File: config.mk
export PLATFORM = sky130hd
export DESIGN_NAME = dqlm_classify
export DESIGN_NICKNAME = d
export VERILOG_FILES = /design/src/dqlm_pkg.sv /design/src/dqlm_classify.sv
export SDC_FILE = /design/constraint.sdc
export NUM_CORES = 1
export LEC_CHECK = 0
export BUFFER_PORTS_ARGS = -buffer_cell sky130_fd_sc_hd__buf_2
export CORE_AREA = 2 2 124 126
export DETAILED_ROUTE_END_ITERATION = 16
export DIE_AREA = 0 0 126 128
export PLACE_DENSITY = 0.44
export SYNTH_ARGS = -nofsm -noshare
export SYNTH_HDL_FRONTEND = slang
export SYNTH_SLANG_ARGS = --single-unit
File: constraint.sdc
create_clock -name vclk -period 1.2
set_input_delay 0.12 -clock vclk [all_inputs]
set_output_delay 0.12 -clock vclk [all_outputs]
set_load 0.01 [all_outputs]
File: src/dqlm_pkg.sv
`default_nettype none

package dqlm_pkg;

	localparam int unsigned KEY_W  = 64;
	localparam int unsigned TIME_W = 64;
	localparam int unsigned RCODE_W = 4;
	localparam int unsigned QR_POS = 15;

	localparam logic [15:0] ETHERTYPE_IPV4   = 16'h0800;
	localparam logic [7:0]  PROTO_UDP        = 8'd17;
	localparam logic [15:0] DEFAULT_DNS_PORT = 16'd53;
	localparam logic        FUNC_EGRESS      = 1'b0;
	localparam logic        FUNC_INGRESS     = 1'b1;

	typedef struct packed {
		logic        func;
		logic [15:0] ethertype;
		logic [7:0]  ip_protocol;
		logic        headers_valid;
		logic [31:0] src_ip;
		logic [31:0] dst_ip;
		logic [15:0] sport;
		logic [15:0] dport;
		logic [15:0] transaction_id;
		logic [15:0] dns_flags;
		logic [15:0] answers_in;
		logic [63:0] now_ns;
	} in_item_t;

	typedef struct packed {
		logic [63:0]        event_time;
		logic [63:0]        rtt_ns;
		logic [31:0]        client_addr;
		logic [31:0]        server_addr;
		logic [15:0]        dns_id;
		logic [RCODE_W-1:0] response_code;
		logic [15:0]        an_count;
	} out_item_t;

	typedef struct packed {
		logic              valid;
		logic [KEY_W-1:0]  key;
		logic [TIME_W-1:0] start_time;
	} entry_t;

	typedef struct packed {
		logic             query;
		logic             response;
		logic [KEY_W-1:0] key;
	} pkt_class_t;

	typedef enum logic [1:0] {
		ST_CLEAR,
		ST_IDLE,
		ST_SCAN,
		ST_EMIT
	} state_t;

endpackage

`default_nettype wire

File: src/dqlm_classify.sv
`default_nettype none

module dqlm_classify
	import dqlm_pkg::*;
(
	input  wire in_item_t   item,
	input  wire logic [15:0] dns_port,
	output pkt_class_t      cls
);

	logic ipv4_udp;

	always_comb begin
		ipv4_udp = (item.ethertype == ETHERTYPE_IPV4) && (item.ip_protocol == PROTO_UDP)
			&& item.headers_valid;
		cls.query = ipv4_udp && (item.func == FUNC_EGRESS)
			&& (item.dport == dns_port) && !item.dns_flags[QR_POS];
		cls.response = ipv4_udp && (item.func == FUNC_INGRESS)
			&& (item.sport == dns_port) && item.dns_flags[QR_POS];
		// client side of the exchange forms the key
		if (item.func == FUNC_INGRESS) begin
			cls.key = {item.transaction_id, item.dst_ip, item.dport};
		end else begin
			cls.key = {item.transaction_id, item.src_ip, item.sport};
		end
	end

endmodule

`default_nettype wire

==> results_dict.tcl <==
set metrics [dict create \
    yosys.area.top_type "mux2_2" \
    wl_per_cell_um 11.0 \
    drt-vias-per-instance 3.38 \
    syn_area_mm2 0.00112 \
    wl_um 5460 \
    antenna_found_initial 0 \
    globalplace.congestion 0.677 \
    setup_tns_ns -0.496 \
    regArea_um2 0 \
    instances_no_fill 495 \
    fmax_mhz 682 \
    dieArea_mm2 0.0161 \
    drc 0 \
    synth.distinct_cells 13 \
    tightestPinTransition_ns 0.351 \
    post-place-ws_ns -0.430 \
    synth_most_common_cell "mux2_2" \
    dp_cells 494 \
    drv_cap 0 \
    synthTopCellsByCount "48 x mux2_2, 27 x xor2_1, 16 x buf_4" \
    power_frac_comb 1.000 \
    synthCells 124 \
    timing.slew.headroom 0.765 \
    worstSetupPathType "in2out" \
    synth.area.top_cells "mux2_2 48%, xor2_1 21%, buf_4 11%, nor4_1 3.9%, xnor2_1 3.9%" \
    finalCriticalPeriod_ns 1.47 \
    netSwitchingFraction 0.435 \
    hp-class "in2out" \
    antenna_left 0 \
    rsz0062_at_grt "yes" \
    die_w_um 126 \
    p_int_uw 470 \
    core-area_mm2 0.0149 \
    ir_drop_v 0.000118 \
    end_kind "primary output" \
    setup_viol 2 \
    slew_viol_final 0 \
    hpwl_um 5060 \
    pwr-share-seq 0 \
    die-height_um 128 \
    crit_slowest_cell "nor4_2" \
    final_layout_size_suffix_gt1_frac 0.879 \
    fin_ws_ns -0.267 \
    placementRows 45 \
    p_per_area_mw_per_mm2 341 \
    synth-seq-area-share 0 \
    yosys.area.top_type_share 0.484 \
    num_vias 1675 \
    port_buffers 189 \
    cpLargestDelayFamily "simple AND/OR/NAND/NOR gates" \
    synthToLayoutAreaGrowth_pct 119 \
    holdWs_ns 0.240 \
    syn_area_per_cell_um2 9.01 \
    hold_violations 0 \
    diodes 0 \
    critPathRequiredTime_ns 1.08 \
    status "finished, violations left" \
    start_kind "input pin" \
    grt_pass1_vias 1673 \
    seq_cells 0 \
    clkPwrFrac 0 \
    io-pin-count 316 \
    grt_max_degree 21 \
    grt_overflow 0 \
    ys.warnings.count 0 \
    initial_core_util 0.0752 \
    cpMostUsedCell "buf_4" \
    fin_nets 559 \
    critical_path.max_fanout 2 \
    drt_iter0_markers 4 \
    grt_first_pass_wirelength_um 7800 \
    clock_buffers 0 \
    arrival_ns 1.35 \
    grt_use_total 0.0591 \
    violations "setup timing" \
    p_sw_uw 362 \
    firstDrtPassIters 2 \
    worstPathCellList "buf_4 -> xor2_2 -> nor4_2 -> buf_4 -> nand3_4 -> nor4_4 -> buf_2" \
    fill_cells 1687 \
    cp_num_buf_inv 3 \
    cpPeakStageDelay_ns 0.32 \
    syn_nets 374 \
    ctsHoldBuffers 0 \
    min_period_over_period 1.22 \
    power_leakage_uw 0.00123 \
]
timing repair:
action	in CTS	in global routing
resized for setup	18	8
pin swaps	2	3
cloned	0	0
buffers inserted	1	0
endpoints found under the setup margin	36	2
routing by layer:
| metal | GRT usage | wire length (um) |
|---|---|---|
| met3 | 0.00835 | 684 |
| met2 | 0.128 | 2910 |
| met4 | 0.00323 | 25 |
| met1 | 0.0611 | 1840 |
| met5 | 0 | 0 |
layout make-up:
cell class | instances | area, um^2 | area share
multi-input combinational | 103 | 1110 | 0.456
tap | 188 | 235 | 0.0963
timing repair buffer | 204 | 1090 | 0.448
per-stage QoR:
stage                     power (uW)  instance area, um^2   util
after global routing             905                 2440  0.164
after CTS                        839                 2390  0.161
final                            832                 2440  0.164
after global placement           785                 2280  0.153
after detailed placement         793                 2280  0.153
after floorplan                  387                 1130      -
layout by cell type, fill, tap and decap left out:
cell     netlist  layout
or4_4          0       1
buf_2          5     186
nor4b_2        0       2
buf_6          0       4
nand3_2        0       1
buf_4         16      13
xor2_1        27      26
nor2_1         1       1
nor4_2         1       5
xnor2_2        0       4
buf_12         0       1
nor4_4         0       3
mux2_2        48      48
nand3_1        3       1
xor2_2         0       1
nand4_1        3       3
xnor2_1        5       1
nor4b_1        4       2
nand3_4        0       1
nor3_1         3       3
worst paths after layout:
path | cells past startpoint | start | to
setup / recovery | 7 | dns_port[2] | cls[65]
hold / removal | 0 | item[109] | cls[61]
power by group through the flow:
stage / Sequential, uW / Combinational (uW) / Clock [uW]
after global routing: 0 / 905 / 0
after CTS: 0 / 839 / 0
final: 0 / 832 / 0
after detailed placement: 0 / 793 / 0
after global placement: 0 / 785 / 0
after floorplan: 0 / 387 / 0
kinds of logic after synthesis:
group | after synthesis | share of synthesized area
mux | 48 | 0.484
xor+xnor | 32 | 0.251
simple gates | 23 | 0.135
buf+inv | 21 | 0.130
Note: power is estimated with default switching activity, not from simulation.
